`src/hdl/erwp_pkg.sv`:
```
// Package for the SPARC ELF32 relocation word patcher.
// Holds the relocation type codes, the per-type tables, decode and stage payload types.
// No dependencies.
`timescale 1ns / 1ps

package erwp_pkg;

    localparam int unsigned WORD_W = 32;
    localparam int unsigned KIND_W = 8;
    localparam int unsigned TBL_N  = 24;

    localparam logic [KIND_W-1:0] KIND_NONE       = 8'd0;
    localparam logic [KIND_W-1:0] KIND_COPY       = 8'd19;
    localparam logic [KIND_W-1:0] KIND_JUMP_SLOT  = 8'd21;
    localparam logic [KIND_W-1:0] KIND_RELATIVE   = 8'd22;
    localparam logic [KIND_W-1:0] KIND_TABLE_LAST = 8'd23;
    localparam logic [KIND_W-1:0] KIND_TLS_FIRST  = 8'd56;
    localparam logic [KIND_W-1:0] KIND_LE_HIX22   = 8'd72;
    localparam logic [KIND_W-1:0] KIND_LE_LOX10   = 8'd73;
    localparam logic [KIND_W-1:0] KIND_DTPMOD32   = 8'd74;
    localparam logic [KIND_W-1:0] KIND_DTPOFF32   = 8'd76;
    localparam logic [KIND_W-1:0] KIND_LAST       = 8'd79;

    localparam logic [WORD_W-1:0] LOX10_MASK = 32'h0000_03ff;
    localparam logic [WORD_W-1:0] LOX10_BITS = 32'h0000_1c00;

    // bit n set: type n adds the symbol / subtracts the place
    localparam logic [TBL_N-1:0] KIND_SYM_BITS = 24'b1001_0011_0001_1111_1111_1110;
    localparam logic [TBL_N-1:0] KIND_PC_BITS  = 24'b0000_0111_0000_0001_1111_0000;

    localparam logic [3:0] KIND_SHIFT [TBL_N] = '{
        4'd0, 4'd0, 4'd0, 4'd0, 4'd0, 4'd0, 4'd0, 4'd2,
        4'd2, 4'd10, 4'd0, 4'd0, 4'd0, 4'd0, 4'd0, 4'd10,
        4'd0, 4'd10, 4'd2, 4'd0, 4'd0, 4'd0, 4'd0, 4'd0
    };

    localparam logic [WORD_W-1:0] KIND_MASK [TBL_N] = '{
        32'h0000_0000,
        32'h0000_00ff, 32'h0000_ffff, 32'hffff_ffff,
        32'h0000_00ff, 32'h0000_ffff, 32'hffff_ffff,
        32'h3fff_ffff, 32'h003f_ffff,
        32'h003f_ffff, 32'h003f_ffff,
        32'h0000_1fff, 32'h0000_03ff,
        32'h0000_03ff, 32'h0000_1fff, 32'h003f_ffff,
        32'h0000_03ff, 32'h003f_ffff,
        32'h3fff_ffff, 32'h0000_0000,
        32'hffff_ffff, 32'hffff_ffff, 32'hffff_ffff,
        32'hffff_ffff
    };

    typedef enum logic [2:0] {
        OP_KEEP,
        OP_FAIL,
        OP_TABLE,
        OP_RELATIVE,
        OP_DTPOFF,
        OP_HIX22,
        OP_LOX10
    } op_t;

    typedef struct packed {
        op_t               op;
        logic              use_sym;
        logic              pc_rel;
        logic [3:0]        shift;
        logic [WORD_W-1:0] mask;
    } ctrl_t;

    typedef struct packed {
        ctrl_t             ctrl;
        logic [WORD_W-1:0] place;
        logic [WORD_W-1:0] sum;
        logic [WORD_W-1:0] rel_sum;
        logic [WORD_W-1:0] old_word;
    } s1_t;

    typedef struct packed {
        ctrl_t             ctrl;
        logic [WORD_W-1:0] place;
        logic [WORD_W-1:0] value;
        logic [WORD_W-1:0] rel_word;
        logic [WORD_W-1:0] old_word;
    } s2_t;

    function automatic ctrl_t decode_kind(input logic [KIND_W-1:0] kind);
        ctrl_t      c;
        logic [4:0] idx;
        idx       = kind[4:0];
        c.op      = OP_FAIL;
        c.use_sym = 1'b0;
        c.pc_rel  = 1'b0;
        c.shift   = 4'd0;
        c.mask    = '0;
        if (kind == KIND_NONE || kind == KIND_COPY || kind == KIND_JUMP_SLOT ||
            kind == KIND_DTPMOD32) begin
            c.op = OP_KEEP;
        end else if (kind > KIND_LAST) begin
            c.op = OP_FAIL;
        end else if (kind >= KIND_TLS_FIRST) begin
            c.use_sym = 1'b1;
            if (kind == KIND_DTPOFF32) begin
                c.op = OP_DTPOFF;
            end else if (kind == KIND_LE_HIX22) begin
                c.op = OP_HIX22;
            end else if (kind == KIND_LE_LOX10) begin
                c.op = OP_LOX10;
            end else begin
                c.op = OP_FAIL;
            end
        end else if (kind > KIND_TABLE_LAST) begin
            c.op = OP_FAIL;
        end else if (kind == KIND_RELATIVE) begin
            c.op = OP_RELATIVE;
        end else begin
            c.op      = OP_TABLE;
            c.use_sym = KIND_SYM_BITS[idx];
            c.pc_rel  = KIND_PC_BITS[idx];
            c.shift   = KIND_SHIFT[idx];
            c.mask    = KIND_MASK[idx];
        end
        return c;
    endfunction

endpackage

```
`src/hdl/elf_relocation_word_patcher.sv`:
```
// Top level of the SPARC ELF32 RELA relocation word patcher.
// Depends on erwp_pkg, erwp_front, erwp_mid and erwp_back.
// One register per stage; an accepted transaction leaves from the stage 3 register.
// Throughput: one transaction per cycle while m_ready is high; each stage holds one
// item and refills as its successor advances, so a stalled output backs up stage by
// stage without loss.
// Reset: synchronous active-low aresetn clears the three stage valid bits only.
`timescale 1ns / 1ps

module elf_relocation_word_patcher (
    input  logic                         aclk,
    input  logic                         aresetn,
    input  logic                         s_valid,
    output logic                         s_ready,
    input  logic [erwp_pkg::KIND_W-1:0]  s_kind,
    input  logic [erwp_pkg::WORD_W-1:0]  s_addend,
    input  logic [erwp_pkg::WORD_W-1:0]  s_symbol_value,
    input  logic [erwp_pkg::WORD_W-1:0]  s_section_base,
    input  logic [erwp_pkg::WORD_W-1:0]  s_offset_in_section,
    input  logic [erwp_pkg::WORD_W-1:0]  s_old_word,
    output logic                         m_valid,
    input  logic                         m_ready,
    output logic [erwp_pkg::WORD_W-1:0]  m_target_address,
    output logic [erwp_pkg::WORD_W-1:0]  m_new_word,
    output logic                         m_write_enable,
    output logic                         m_status
);
    import erwp_pkg::*;

    // stage 1 -> 2
    logic s1_valid;
    logic s1_ready;
    s1_t  s1_data;
    // stage 2 -> 3
    logic s2_valid;
    logic s2_ready;
    s2_t  s2_data;

    // Stage 1: decode the type into an op class plus table flags, form the place
    // address, addend (+ symbol) and the RELATIVE base + addend.
    erwp_front u_front (
        .aclk              (aclk),
        .aresetn           (aresetn),
        .in_valid          (s_valid),
        .in_ready          (s_ready),
        .kind              (s_kind),
        .addend            (s_addend),
        .symbol_value      (s_symbol_value),
        .section_base      (s_section_base),
        .offset_in_section (s_offset_in_section),
        .old_word          (s_old_word),
        .out_valid         (s1_valid),
        .out_ready         (s1_ready),
        .out_data          (s1_data)
    );

    // Stage 2: subtract the place for PC-relative types; old word + base + addend.
    erwp_mid u_mid (
        .aclk      (aclk),
        .aresetn   (aresetn),
        .in_valid  (s1_valid),
        .in_ready  (s1_ready),
        .in_data   (s1_data),
        .out_valid (s2_valid),
        .out_ready (s2_ready),
        .out_data  (s2_data)
    );

    // Stage 3: shift/mask/merge, TLS forms, unchanged and failing types; this
    // register is the output register of the result channel.
    erwp_back u_back (
        .aclk           (aclk),
        .aresetn        (aresetn),
        .in_valid       (s2_valid),
        .in_ready       (s2_ready),
        .in_data        (s2_data),
        .out_valid      (m_valid),
        .out_ready      (m_ready),
        .target_address (m_target_address),
        .new_word       (m_new_word),
        .write_enable   (m_write_enable),
        .status         (m_status)
    );

    // A failing type never requests a write.
    assert property (@(posedge aclk) disable iff (!aresetn)
        m_valid && m_status |-> !m_write_enable)
        else $error("failing relocation asserted write_enable");

    // Input back-pressure only when every stage is occupied.
    assert property (@(posedge aclk) disable iff (!aresetn)
        !s_ready |-> (s1_valid && s2_valid && m_valid))
        else $error("s_ready low with a free pipeline stage");

    // An accepted transaction lands in stage 1.
    assert property (@(posedge aclk) disable iff (!aresetn)
        s_valid && s_ready |=> s1_valid)
        else $error("accepted transaction lost at stage 1");

    // A stalled stage 2 item is kept until stage 3 takes it.
    assert property (@(posedge aclk) disable iff (!aresetn)
        s2_valid && !s2_ready |=> s2_valid)
        else $error("stalled stage 2 item dropped");

endmodule

```
`src/hdl/erwp_front.sv`:
```
// First pipeline stage: type decode, place address and the first adds.
// Depends on erwp_pkg.
`timescale 1ns / 1ps

module erwp_front (
    input  logic                         aclk,
    input  logic                         aresetn,
    input  logic                         in_valid,
    output logic                         in_ready,
    input  logic [erwp_pkg::KIND_W-1:0]  kind,
    input  logic [erwp_pkg::WORD_W-1:0]  addend,
    input  logic [erwp_pkg::WORD_W-1:0]  symbol_value,
    input  logic [erwp_pkg::WORD_W-1:0]  section_base,
    input  logic [erwp_pkg::WORD_W-1:0]  offset_in_section,
    input  logic [erwp_pkg::WORD_W-1:0]  old_word,
    output logic                         out_valid,
    input  logic                         out_ready,
    output erwp_pkg::s1_t                out_data
);
    import erwp_pkg::*;

    logic  valid_reg;
    s1_t   data_reg;
    s1_t   data_next;
    ctrl_t ctrl;

    assign in_ready = !valid_reg || out_ready;

    always_comb begin
        ctrl               = decode_kind(kind);
        data_next.ctrl     = ctrl;
        data_next.place    = section_base + offset_in_section;
        data_next.sum      = addend + (ctrl.use_sym ? symbol_value : '0);
        data_next.rel_sum  = section_base + addend;
        data_next.old_word = old_word;
    end

    always_ff @(posedge aclk) begin
        if (!aresetn) begin
            valid_reg <= 1'b0;
        end else if (in_ready) begin
            valid_reg <= in_valid;
        end
    end

    always_ff @(posedge aclk) begin
        if (in_valid && in_ready) begin
            data_reg <= data_next;
        end
    end

    assign out_valid = valid_reg;
    assign out_data  = data_reg;

endmodule

```
`src/hdl/erwp_mid.sv`:
```
// Second pipeline stage: PC-relative subtract and the RELATIVE sum.
// Depends on erwp_pkg.
`timescale 1ns / 1ps

module erwp_mid (
    input  logic          aclk,
    input  logic          aresetn,
    input  logic          in_valid,
    output logic          in_ready,
    input  erwp_pkg::s1_t in_data,
    output logic          out_valid,
    input  logic          out_ready,
    output erwp_pkg::s2_t out_data
);
    import erwp_pkg::*;

    logic valid_reg;
    s2_t  data_reg;
    s2_t  data_next;

    assign in_ready = !valid_reg || out_ready;

    always_comb begin
        data_next.ctrl     = in_data.ctrl;
        data_next.place    = in_data.place;
        data_next.value    = in_data.ctrl.pc_rel ? (in_data.sum - in_data.place) : in_data.sum;
        data_next.rel_word = in_data.old_word + in_data.rel_sum;
        data_next.old_word = in_data.old_word;
    end

    always_ff @(posedge aclk) begin
        if (!aresetn) begin
            valid_reg <= 1'b0;
        end else if (in_ready) begin
            valid_reg <= in_valid;
        end
    end

    always_ff @(posedge aclk) begin
        if (in_valid && in_ready) begin
            data_reg <= data_next;
        end
    end

    assign out_valid = valid_reg;
    assign out_data  = data_reg;

endmodule

```
`src/hdl/erwp_back.sv`:
```
// Third pipeline stage: shift, mask, merge and result select into the output register.
// Depends on erwp_pkg.
`timescale 1ns / 1ps

module erwp_back (
    input  logic                        aclk,
    input  logic                        aresetn,
    input  logic                        in_valid,
    output logic                        in_ready,
    input  erwp_pkg::s2_t               in_data,
    output logic                        out_valid,
    input  logic                        out_ready,
    output logic [erwp_pkg::WORD_W-1:0] target_address,
    output logic [erwp_pkg::WORD_W-1:0] new_word,
    output logic                        write_enable,
    output logic                        status
);
    import erwp_pkg::*;

    logic              valid_reg;
    logic [WORD_W-1:0] addr_reg;
    logic [WORD_W-1:0] word_reg;
    logic              we_reg;
    logic              status_reg;
    logic [WORD_W-1:0] word_next;
    logic              we_next;
    logic              status_next;
    logic [WORD_W-1:0] field;

    assign in_ready = !valid_reg || out_ready;

    always_comb begin
        field       = (in_data.value >> in_data.ctrl.shift) & in_data.ctrl.mask;
        word_next   = in_data.old_word;
        we_next     = 1'b1;
        status_next = 1'b0;
        case (in_data.ctrl.op)
            OP_KEEP: begin
                we_next = 1'b0;
            end
            OP_TABLE: begin
                word_next = (in_data.old_word & ~in_data.ctrl.mask) | field;
            end
            OP_RELATIVE: begin
                word_next = in_data.rel_word;
            end
            OP_DTPOFF: begin
                word_next = in_data.value;
            end
            OP_HIX22: begin
                word_next = in_data.old_word | (~in_data.value >> 10);
            end
            OP_LOX10: begin
                word_next = in_data.old_word | (in_data.value & LOX10_MASK) | LOX10_BITS;
            end
            default: begin
                we_next     = 1'b0;
                status_next = 1'b1;
            end
        endcase
    end

    always_ff @(posedge aclk) begin
        if (!aresetn) begin
            valid_reg <= 1'b0;
        end else if (in_ready) begin
            valid_reg <= in_valid;
        end
    end

    always_ff @(posedge aclk) begin
        if (in_valid && in_ready) begin
            addr_reg   <= in_data.place;
            word_reg   <= word_next;
            we_reg     <= we_next;
            status_reg <= status_next;
        end
    end

    assign out_valid      = valid_reg;
    assign target_address = addr_reg;
    assign new_word       = word_reg;
    assign write_enable   = we_reg;
    assign status         = status_reg;

endmodule

```
`config.mk`:
```
export PLATFORM = sky130hd
export DESIGN_NAME = elf_relocation_word_patcher
export DESIGN_NICKNAME = d
export VERILOG_FILES = /design/src/hdl/erwp_pkg.sv /design/src/hdl/elf_relocation_word_patcher.sv /design/src/hdl/erwp_front.sv /design/src/hdl/erwp_mid.sv /design/src/hdl/erwp_back.sv
export SDC_FILE = /design/constraint.sdc
export NUM_CORES = 1
export LEC_CHECK = 0
export ABC_AREA = 1
export BUFFER_PORTS_ARGS = -buffer_cell sky130_fd_sc_hd__buf_2
export CAP_MARGIN = 20
export CORE_MARGIN = 2
export CORE_UTILIZATION = 55
export DETAILED_ROUTE_END_ITERATION = 7
export PLACE_DENSITY = 0.78
export SLEW_MARGIN = 15
export SYNTH_ARGS = -nofsm -noshare
export SYNTH_HDL_FRONTEND = slang
export SYNTH_SLANG_ARGS = --single-unit
```
`constraint.sdc`:
```
create_clock -name aclk -period 4 [get_ports aclk]
set_clock_uncertainty 0.2 [all_clocks]
set_input_delay 0.2 -clock aclk [delete_from_list [all_inputs] [get_ports aclk]]
set_output_delay 0.2 -clock aclk [all_outputs]
set_load 0.01 [all_outputs]
```
==> out/metrics.csv, run 1 <==
stage,metric,value,unit
detailed_routing,drc,0,
finish,final_layout_size_suffix_gt1_share,11.3,%
global_route,gr-max-usage-layer,met2,
timing,grt_setup_unrepaired,false,
detailed_routing,via_per_inst,5.87,
yosys,synth_area_leader_cell,edfxtp_1,
placement,pre_cts_slack,0.426,ns
placement,place_inst,3729,
timing,slew_violations,0,
power,cellLeakagePower,12.9,nW
yosys,synth.top_cell.area_share,43.9,%
global_route,grt_util_met2,56.4,%
timing,fin_ws,0.284,ns
cts,htreeDepth,2,
global_route,grt.total_usage,37.9,%
detailed_routing,drt-initial-drc-count,2640,
yosys,synthArstFlopShare,0,%
cts,clk_latency,0.58,ns
placement,placed_area,25600,µm²
detailed_routing,routed_wl,85.4,mm
hold_path,min-delay-path-class,in -> reg,
power,power.density,419,nW/µm²
finish,largest_reg_flops,141,
global_route,grt_pass1_vias,21342,
cts,clkTransAtPathRegs,0.06,ns
finish,final_cells,3861,
yosys,synth.distinct_cells,56,
detailed_routing,firstDrtPassIters,8,
global_route,grt_overflow_total,0,
worst_setup_path,crit_fanout,6,
cts,cts_buffer_depth,3,
placement,place_congestion,1.07,
worst_setup_path,cp.required,4.10,ns
power,ir_worst_vdd,0.000342,V
timing,setup_violations,0,
placement,dp_hpwl,69.1,mm
cts,post_cts_buffers,0,
global_route,antenna_found_initial,2,
timing,setup_tns,0,ns
yosys,yosys-top-cells-area,"edfxtp_1, nand2_1, ha_1, inv_1, nor2_1",
outcome,status,"finished, final reports clean",
timing,hold_ws,0.0296,ns
yosys,yosys_warnings,0,
timing,slew_headroom,26.5,%
floorplanning,die_h,212,µm
yosys,synth_seq_area_share,44.2,%
yosys,ys_seq_elements,350,
cts,ctsResizeCount,0,
finish,n_antenna_cell,0,
finish,stdcell_area,27500,µm²
yosys,synthFlopType,edfxtp_1,
yosys,synth_edf_count,347,
worst_setup_path,worstSetupEndpointType,register,
worst_setup_path,path_class,in -> reg,
yosys,synth_nets,3307,
detailed_routing,num_vias,22670,
yosys,synth_cells,2967,
cts,cts_tree,done,
global_route,grt_pass1_wl,125,mm
cts,cts-root-buf,clkbuf_16,
timing,min_period,3.72,ns
finish,layout.nets,3625,
floorplanning,core-area,42800,µm²
timing,fin_crit_sh,92.9,%
yosys,syn_area,23700,µm²
global_route,grt_max_degree,142,
floorplanning,io_pins,240,
cts,cts_made_buffers,40,
timing,tightest_slew,1.10,ns
detailed_routing,detail-route-antenna-nets,0,
floorplanning,fp-row-count,76,
floorplanning,die_area,44800,µm²
cts,clock_sink_count,350,
worst_setup_path,cp-start-kind,input port,
yosys,avgSynthCellArea,7.99,µm²
placement,port_buffers,239,
finish,fillers,3623,
timing,hold_violations,0,
floorplanning,die_x,212,µm
global_route,use_met1,53.7,%
detailed_routing,wl_per_cell,22.1,µm
floorplanning,start_util,55.4,%
run,maxCapViolCount,0,
finish,area_growth,16.0,%
global_route,grt_use_met3,8.08,%
worst_setup_path,worstPathArrival,3.82,ns
timing,fmax,269,MHz
placed cells by master, fill, tap and decap left out, types with 4 or more instances in the layout:
cell / count
ha_1: 163
buf_4: 12
a31oi_1: 6
clkinv_2: 7
a21oi_1: 190
edfxtp_1: 347
o21ai_0: 134
nor2_2: 19
fa_1: 5
inv_1: 409
nor3_1: 31
buf_2: 239
nor4_1: 4
dlygate4sd3_1: 60
inv_2: 5
clkbuf_1: 4
nand2_1: 897
clkbuf_16: 41
bufinv_16: 5
xnor2_1: 29
o21bai_1: 11
a21o_1: 7
nand3_1: 186
a221oi_1: 11
nor2_1: 261
clkinv_1: 5
o211ai_1: 36
inv_6: 4
and2_1: 8
xor2_1: 54
or2_1: 5
o21ai_2: 4
o21a_1: 12
nand3b_1: 6
o2111ai_1: 5
a22oi_1: 7
clkinvlp_4: 5
nand4_1: 33
or2_2: 6
kinds of logic after synthesis:
family,synth area share [%]
flops,44.2
compound gates,10.5
buf+inv,7.51
simple gates,25.7
fa+ha+maj,9.02
xor+xnor,3.06
final cells by class:
class                   instances  area, µm²  area share [%]
clock buffers                  45       1040            3.78
clock inverters                27        313            1.14
inverters                     419       1580            5.76
multi-input cells            2160      11500            41.7
flip-flops and latches        350      10500            38.1
well taps                     546        683            2.48
repair buffers                314       1950            7.07
worst max-delay path, stage by stage:
cell and delay, ns:
dlygate4sd3_1 0.53, buf_2 0.11, nand2_1 0.05, dlygate4sd3_1 0.57, nor2_2 0.16, nand2_2 0.09, nand3_4 0.13, nor2_8 0.06
nand2_4 0.11, nor2_1 0.06, ha_1 0.22, fa_1 0.44, nand2_1 0.09, nand2_1 0.07, nand3b_1 0.09, nand2_1 0.11
a21oi_1 0.37, inv_1 0.08, nand2_1 0.09, nand3_1 0.07, nand2_1 0.06, nand2_1 0.04
through the flow:
step           util, %  total power, mW
2_1_floorplan        -             6.58
3_5_place_dp      59.7             7.64
3_3_place_gp      59.7             7.59
5_1_grt           64.3             12.0
6_report          64.3             11.5
4_1_cts           64.3             11.4
power breakdown:
group	internal, mW	leakage (nW)	switching (mW)
logic	1.00	8.88	2.05
clock network	2.22	0.653	1.56
registers	4.45	3.35	0.249
cells in the mapped netlist (7+ instances only):
master and count:
edfxtp_1 347, nand2_1 897, o21bai_1 11, a221oi_1 11, nor2_1 261, nor3_1 31
nand4_1 33, nor2_2 19, xor2_1 54, buf_2 9, o21ai_0 134, ha_1 163
a21o_1 7, xnor2_1 29, a22oi_1 7, and2_1 8, a21oi_1 191, nand3_1 186
o211ai_1 36, o21a_1 12, clkbuf_1 16, inv_1 411
final timing paths:
kind	start	endpoint	slack (ns)	cells after the start
max	s_kind[6]	u_front.out_data[90]	0.28	22
min	s_addend[3]	u_front.out_data[35]	0.03	3
max reg2reg	u_mid.out_data[168]	u_back.new_word[24]	1.13	7
min reg2reg	u_front.out_data[104]	u_mid.out_data[104]	0.21	0
per-layer routing:
metal	routed length [µm]	vias to the layer above	part of all wire, %
met3	9300	233	11
met4	3940	4	4.6
li1	-	10522	-
met5	31	-	0.036
met2	36100	1356	42
met1	36000	10555	42
repair_timing:
item	CTS	global route
hold buffers	60	0
endpoints found under the setup margin	0	0
hold endpoints to repair	52	0
Power figures use the tool's default switching activity.
==> run 2: changes to the inputs <==
ABC_AREA = not set   (was 1)
CORE_UTILIZATION = 54   (was 55)
SLEW_MARGIN = 40   (was 15)
==> run 2 against run 1 <==
  * Maximum frequency down 4.8%
  * Sequential share of layout area increased by 2.9 points
  * Hold slack got worse by 0.0033 ns
  * Count of clock-buffer cells in the layout fell by 1
  * Sequential cell count unchanged
==> out/metrics.csv, run 2 <==
stage,metric,value,unit,change
outcome,status,"finished, final reports clean",,
cts,clk_latency,0.54,ns,-0.04 ns
yosys,synth_cells,1858,,-37%
worst_setup_path,worst_r2r_endpoint,u_mid.out_data[57],,
detailed_routing,via_per_inst,5.90,,+0.40%
detailed_routing,wl_per_cell,20.1,µm,-9.3%
worst_setup_path,cp.required,4.07,ns,-0.03 ns
yosys,synth.distinct_cells,73,,+30%
power,power.density,442,nW/µm²,+5.4%
worst_setup_path,worstPathArrival,3.97,ns,+0.15 ns
yosys,ys_seq_elements,350,,unchanged
timing,slew_violations,0,,unchanged
detailed_routing,num_vias,16589,,-27%
placement,place_congestion,0.955,,-11%
floorplanning,die_h,201,µm,-5.1%
finish,final_cell_mix,"edfxtp_1, buf_2, ha_1, a21oi_1, nand2_1",,
cts,clkTransAtPathRegs,0.05,ns,about the same
placement,place_inst,2677,,-28%
yosys,synthTopCellsByCount,"edfxtp_1, ha_1, a21oi_1, nand2_1, nor2_1",,
worst_setup_path,cp-start-kind,input port,,
yosys,yosys-top-cells-area,"edfxtp_1, ha_1, xnor2_1, a21oi_1, a21o_1",,
finish,final_layout_size_suffix_gt1_share,21.3,%,+10 points
yosys,yosys_warnings,0,,unchanged
worst_setup_path,rr_worst_depth,10,,+3
yosys,synth_area_leader_cell,edfxtp_1,,
finish,final_cells,2814,,-27%
hold_path,hp-start,s_offset_in_section[19],,
global_route,antenna_found_initial,1,,-1
timing,fmax,256,MHz,-4.8%
power,power,11.3,mW,-2.1%
floorplanning,die_x,201,µm,-5.1%
floorplanning,io_pins,240,,unchanged
hold_path,holdPathEnd,u_front.out_data[116],,
power,power_switching_share,29.3,%,-4.1 points
cts,cts-root-buf,clkbuf_16,,
worst_setup_path,r2r_start,u_front.out_data[1],,
cts,clock_sink_count,350,,unchanged
global_route,grt_max_degree,65,,-54%
yosys,syn_area,20900,µm²,-12%
detailed_routing,drc,0,,unchanged
placement,dp_hpwl,43.3,mm,-37%
timing,hold_violations,0,,unchanged
yosys,synthArstFlopShare,0,%,unchanged
yosys,yosysMostFrequentCell,edfxtp_1,,
floorplanning,die_area,40300,µm²,-10%
finish,area_growth,22.2,%,
timing,min_period,3.90,ns,+0.186 ns
finish,mostFrequentLayoutCell,edfxtp_1,,
worst_setup_path,worstSetupEndpointType,register,,
yosys,synth_edf_count,347,,unchanged
yosys,synth_seq_area_share,50.1,%,+5.9 points
worst_setup_path,reg2reg_slack,0.21,ns,-0.92 ns
finish,largest_reg_flops,141,,unchanged
power,net-switching-power,3.31,mW,-14%
timing,tightest_slew,0.828,ns,-0.274 ns
finish,layout.nets,2609,,-28%
cts,cts_buffer_depth,3,,unchanged
timing,setup_violations,0,,unchanged
hold_path,min-delay-path-class,in -> reg,,
detailed_routing,detail-route-antenna-nets,0,,unchanged
detailed_routing,firstDrtPassIters,6,,-2
placement,port_buffers,239,,unchanged
global_route,grt_pass1_vias,16513,,-23%
detailed_routing,drt-initial-drc-count,1509,,-43%
floorplanning,start_util,54.4,%,-1.0 points
finish,fillers,2922,,-19%
cts,cts_made_buffers,38,,-5.0%
run,maxCapViolCount,0,,unchanged
power,internal-power,7.98,mW,+4.0%
global_route,grt_pass1_wl,87.3,mm,-30%
power,pwr-share-comb,26.8,%,+0.4 points
detailed_routing,routed_wl,56.5,mm,-34%
worst_setup_path,crit_fanout,18,,+12
timing,slew_headroom,44.6,%,+18 points
floorplanning,core-area,38500,µm²,-10%
placement,placed_area,23600,µm²,-7.8%
yosys,synthFlopType,edfxtp_1,,
finish,stdcell_area,25600,µm²,-7.1%
global_route,grt_overflow_total,0,,unchanged
floorplanning,fp-row-count,72,,-5.3%
hold_path,min_path_cells,4,,+1
power,p_seq_share,42.7,%,+2.0 points
yosys,synth.top_cell.area_share,49.8,%,+5.9 points
cts,cts_tree,done,,
timing,grt_setup_unrepaired,false,,
global_route,grt.total_usage,27.6,%,-10 points
power,p_clk_share,30.5,%,-2.3 points
timing,fin_crit_sh,97.5,%,+4.6 points
worst_setup_path,path_class,in -> reg,,
power,ir_worst_vdd,0.000267,V,-22%
cts,htreeDepth,2,,unchanged
yosys,synth_nets,2198,,-34%
power,cellLeakagePower,10.7,nW,-17%
yosys,avgSynthCellArea,11.3,µm²,+41%
## run 2: metrics by stage
step	hold WS (ns)	utilization [%]	setup slack (ns)	setup TNS (ns)
global placement	0.176	61.3	-0.450	-3.44
global route	0.0228	66.5	0.00529	0
detailed placement	0.178	61.3	-0.540	-4.72
finish	0.0263	66.5	0.0985	0
CTS	0.000512	66.2	-0.00117	-0.00117
floorplan	0.0989	-	0.0152	0
## run 2: layout make-up
cell class | count | area [µm²] | share of cell area, %
multi-input cells | 1373 | 10100 | 39.4
flip-flops and latches | 350 | 10500 | 41.0
well taps | 518 | 648 | 2.53
clock buffers | 44 | 995 | 3.89
diodes | 1 | 2.50 | 0.00979
repair buffers | 423 | 2830 | 11.1
clock inverters | 22 | 229 | 0.896
inverters | 83 | 312 | 1.22
## run 2: layer usage
| metal | track usage, % | share of wire (%) |
|---|---|---|
| met5 | 0 | 0 |
| met4 | 10.0 | 3.6 |
| met3 | 3.47 | 6.6 |
| met2 | 45.9 | 47 |
| met1 | 37.4 | 43 |
## run 2: cells by family (layout without fill, tap and decap cells)
family / after synthesis / count (layout) / synth area share (%)
other cells: 0 / 1 / 0
compound gates: 558 / 558 / 17.5
xor+xnor: 143 / 143 / 5.99
buf+inv: 135 / 572 / 2.43
flops: 350 / 350 / 50.1
simple gates: 442 / 442 / 10.1
fa+ha+maj: 168 / 168 / 10.2
mux: 62 / 62 / 3.63
## run 2: worst max path at each step
stage | start | end | slack [ns] | depth (start not counted)
3_5_place_dp | s_kind[1] | u_front.out_data[95] | -0.54 | 20
4_1_cts | s_kind[1] | u_front.out_data[95] | -0.001 | 20
3_3_place_gp | s_kind[1] | u_front.out_data[95] | -0.45 | 20
5_1_grt | s_kind[1] | u_front.out_data[92] | 0.005 | 22
2_1_floorplan | s_kind[2] | u_front.out_data[95] | 0.02 | 20
6_report | s_kind[0] | u_front.out_data[95] | 0.1 | 20
## run 2: repair_timing
action	4_1_cts	5_1_grt
gates resized for setup	0	16
endpoints found under the setup margin	1	11
pin swaps	0	7
hold endpoints to repair	73	0
hold buffers	66	0
setup buffers	0	2
## run 2: power by group through the flow
stage                     clock, mW  sequential [mW]  combinational [mW]
after detailed placement          0             4.89                2.87
after floorplan                   0             4.78                2.08
final                          3.44             4.82                3.03
after CTS                      3.49             4.81                2.96
after global placement            0             4.87                2.80
after global routing           3.63             4.85                3.32
## run 2: worst max-delay path, stage by stage
cell and delay [ns]:
buf_2 0.11, inv_1 0.11, ha_2 0.22, nor2_1 0.06, a211oi_1 0.28, a21oi_1 0.08
o21a_1 0.21, nor2_4 0.20, buf_12 0.17, and2_1 0.17, ha_4 0.21, a211oi_2 0.24
nor2_1 0.10, o311ai_2 0.24, and4b_1 0.28, nor2_1 0.08, or4_4 0.52, a31o_1 0.22
a21oi_1 0.17, xnor2_1 0.10
==> run 3: changes to the inputs <==
PLACE_DENSITY = not set   (was 0.78)
PLACE_DENSITY_LB_ADDON = 0.15   (was not set)
==> run 3 against run 2 <==
  * Maximum frequency is 0.99% higher
  * Core utilization grew 0.48 points
  * Hold slack improved by 0.0066 ns
  * Global-route usage fell by 0.48 points
  * Die area did not move
  * Clock power about the same
  * Combinational power about the same
  * Worst setup slack better by 0.038 ns
  * Sequential share of layout area is 0.30 points lower
  * Critical endpoint is now u_front.out_data[60]
==> out/metrics.csv, run 3 (same netlist as run 2, synthesis figures left out) <==
stage,metric,value,unit,change
outcome,status,"finished, final reports clean",,
power,net-switching-power,3.36,mW,+1.5%
power,power.density,438,nW/µm²,-0.75%
detailed_routing,routed_wl,55.3,mm,-2.1%
power,power,11.3,mW,about the same
worst_setup_path,worst_path_most_repeated_cell,a211oi_1,,
timing,fin_ws,0.137,ns,+0.0383 ns
floorplanning,die_x,201,µm,unchanged
global_route,antenna_found_initial,1,,unchanged
global_route,grt_pass1_wl,85.2,mm,-2.4%
finish,final_cells,2839,,+0.89%
power,pwr-share-comb,26.8,%,about the same
run,maxCapViolCount,0,,unchanged
detailed_routing,detail-route-antenna-nets,0,,unchanged
timing,tightest_slew,0.846,ns,+0.0180 ns
timing,setup_tns,0,ns,unchanged
worst_setup_path,cp_top_family,compound AO/OA/AOI/OAI gates,,
cts,clock_sink_count,350,,unchanged
power,p_seq_share,42.7,%,about the same
cts,clkTransAtPathRegs,0.06,ns,about the same
floorplanning,io_pins,240,,unchanged
timing,min_period,3.86,ns,-0.0383 ns
floorplanning,fp-row-count,72,,unchanged
placement,port_buffers,239,,unchanged
finish,final_cell_mix,"edfxtp_1, buf_2, ha_1, a21oi_1, nand2_1",,
power,power_switching_share,29.8,%,+0.45 points
timing,fmax,259,MHz,+0.99%
finish,final_layout_size_suffix_gt1_share,20.9,%,-0.37 points
timing,slew_headroom,43.5,%,-1.1 points
detailed_routing,via_per_inst,5.78,,-2.0%
worst_setup_path,path_buf_inv,3,,unchanged
detailed_routing,drt-initial-drc-count,1185,,-21%
cts,clk_latency,0.56,ns,+0.02 ns
cts,cts_made_buffers,39,,+2.6%
worst_setup_path,cp-start-kind,input port,,
floorplanning,core-area,38500,µm²,unchanged
power,cellLeakagePower,10.7,nW,+0.53%
detailed_routing,wl_per_cell,19.5,µm,-2.9%
timing,setup_violations,0,,unchanged
power,ir_worst_vdd,0.000256,V,-4.3%
worst_setup_path,crit_slowest_cell,dlygate4sd3_1,,
worst_setup_path,path_class,in -> reg,,
power,p_clk_share,30.6,%,about the same
finish,mostFrequentLayoutCell,edfxtp_1,,
worst_setup_path,crit_fanout,3,,-15
worst_setup_path,cp.required,4.15,ns,+0.08 ns
cts,htreeDepth,2,,unchanged
global_route,grt_pass1_vias,16164,,-2.1%
worst_setup_path,worstPathArrival,4.01,ns,+0.04 ns
finish,fillers,2972,,+1.7%
floorplanning,die_area,40300,µm²,unchanged
global_route,grt_max_degree,69,,+6.2%
finish,largest_reg_flops,141,,unchanged
cts,cts_tree,done,,
finish,area_growth,23.1,%,
hold_path,min-delay-path-class,in -> reg,,
worst_setup_path,critical_path.max_stage_delay,0.54,ns,+0.02 ns
timing,hold_violations,0,,unchanged
placement,place_congestion,0.921,,-3.6%
placement,place_inst,2675,,-0.075%
placement,dp_hpwl,41.9,mm,-3.2%
timing,fin_crit_sh,96.6,%,-0.96 points
detailed_routing,drc,0,,unchanged
cts,cts-root-buf,clkbuf_16,,
finish,n_antenna_cell,0,,-1
timing,slew_violations,0,,unchanged
timing,grt_setup_unrepaired,false,,
worst_setup_path,worstSetupEndpointType,register,,
power,internal-power,7.93,mW,-0.66%
cts,cts_buffer_depth,3,,unchanged
finish,layout.nets,2630,,+0.80%
global_route,grt.total_usage,27.1,%,-0.48 points
global_route,grt_overflow_total,0,,unchanged
detailed_routing,num_vias,16397,,-1.2%
floorplanning,die_h,201,µm,unchanged
placement,pre_cts_slack,-0.561,ns,-0.0208 ns
floorplanning,start_util,54.4,%,unchanged
detailed_routing,firstDrtPassIters,8,,+2
worst_setup_path,path_cells,"dlygate4sd3_1, buf_2, ha_1, inv_1, fa_1, nand2b_1, a211oi_1, o311a_1, o2111ai_1, a211oi_1, o31a_1, nand3_1, a311oi_1, xor2_1",,
==> run 3: cell types whose count changed in the layout (fill, tap and decap cells not counted), moves of 2 or more <==
cell           previous run  this run
dlygate4sd3_1            66        90
ha_2                      3         1
bufinv_16                 4         2
ha_1                    159       161
clkinvlp_4                1         8
buf_4                   110       107
==> run 3: stage by stage <==
step                      hold WS, ns  util [%]  area (µm²)
after floorplan                0.0989         -       21000
after global placement          0.176      61.2       23500
after detailed placement        0.178      61.2       23500
after CTS                    0.000724      66.7       25700
after global routing           0.0385      67.0       25800
final                          0.0329      67.0       25800
==> run 3: routing by layer <==
| metal | track usage (%) | up-vias | part of all wire (%) |
|---|---|---|---|
| met3 | 4.20 | 116 | 6.9 |
| met5 | 0 | - | 0.024 |
| met2 | 44.9 | 638 | 46 |
| met1 | 37.0 | 7741 | 44 |
| met4 | 8.57 | 2 | 2.9 |
| li1 | - | 7900 | - |
==> run 3: worst paths after layout <==
check / from / end / slack, ns / cells past startpoint
min reg2reg: u_mid.out_data[111] / u_back.target_address[15] / 0.22 / 0
min: s_section_base[9] / u_front.out_data[106] / 0.03 / 4
max: s_section_base[0] / u_front.out_data[60] / 0.14 / 14
max reg2reg: u_front.out_data[33] / u_mid.out_data[57] / 0.34 / 10
==> run 3: timing repair <==
item / in CTS / in global routing
buffers inserted: 0 / 1
setup endpoints to repair: 0 / 8
endpoints found under the hold margin: 89 / 0
hold buffers: 90 / 0
gates resized for setup: 0 / 13
==> run 3: final cells by class <==
cell class                 count  area (µm²)  area share, %
timing repair buffer         443        3030           11.8
multi-input combinational   1373       10100           39.1
tap                          518         648           2.52
clock inverter                26         204          0.792
sequential                   350       10500           40.7
inverter                      83         312           1.21
clock buffer                  46        1020           3.97
==> run 3: power by group through the flow <==
stage          registers [mW]  logic (mW)  clock network [mW]
2_1_floorplan            4.78        2.08                   0
3_3_place_gp             4.88        2.80                   0
3_5_place_dp             4.89        2.86                   0
4_1_cts                  4.81        2.97                3.51
5_1_grt                  4.85        3.33                3.66
6_report                 4.82        3.02                3.45
==> run 3: worst reg2reg max path, stage by stage (launching register included) <==
cell       delay [ns]
edfxtp_1         0.45
ha_1             0.33
a211o_1          0.33
a2111oi_2        0.39
nor3b_1          0.18
nor4_2           0.44
o22ai_1          0.26
a211o_1          0.39
a21o_1           0.20
a21oi_1          0.16
xnor2_1          0.08
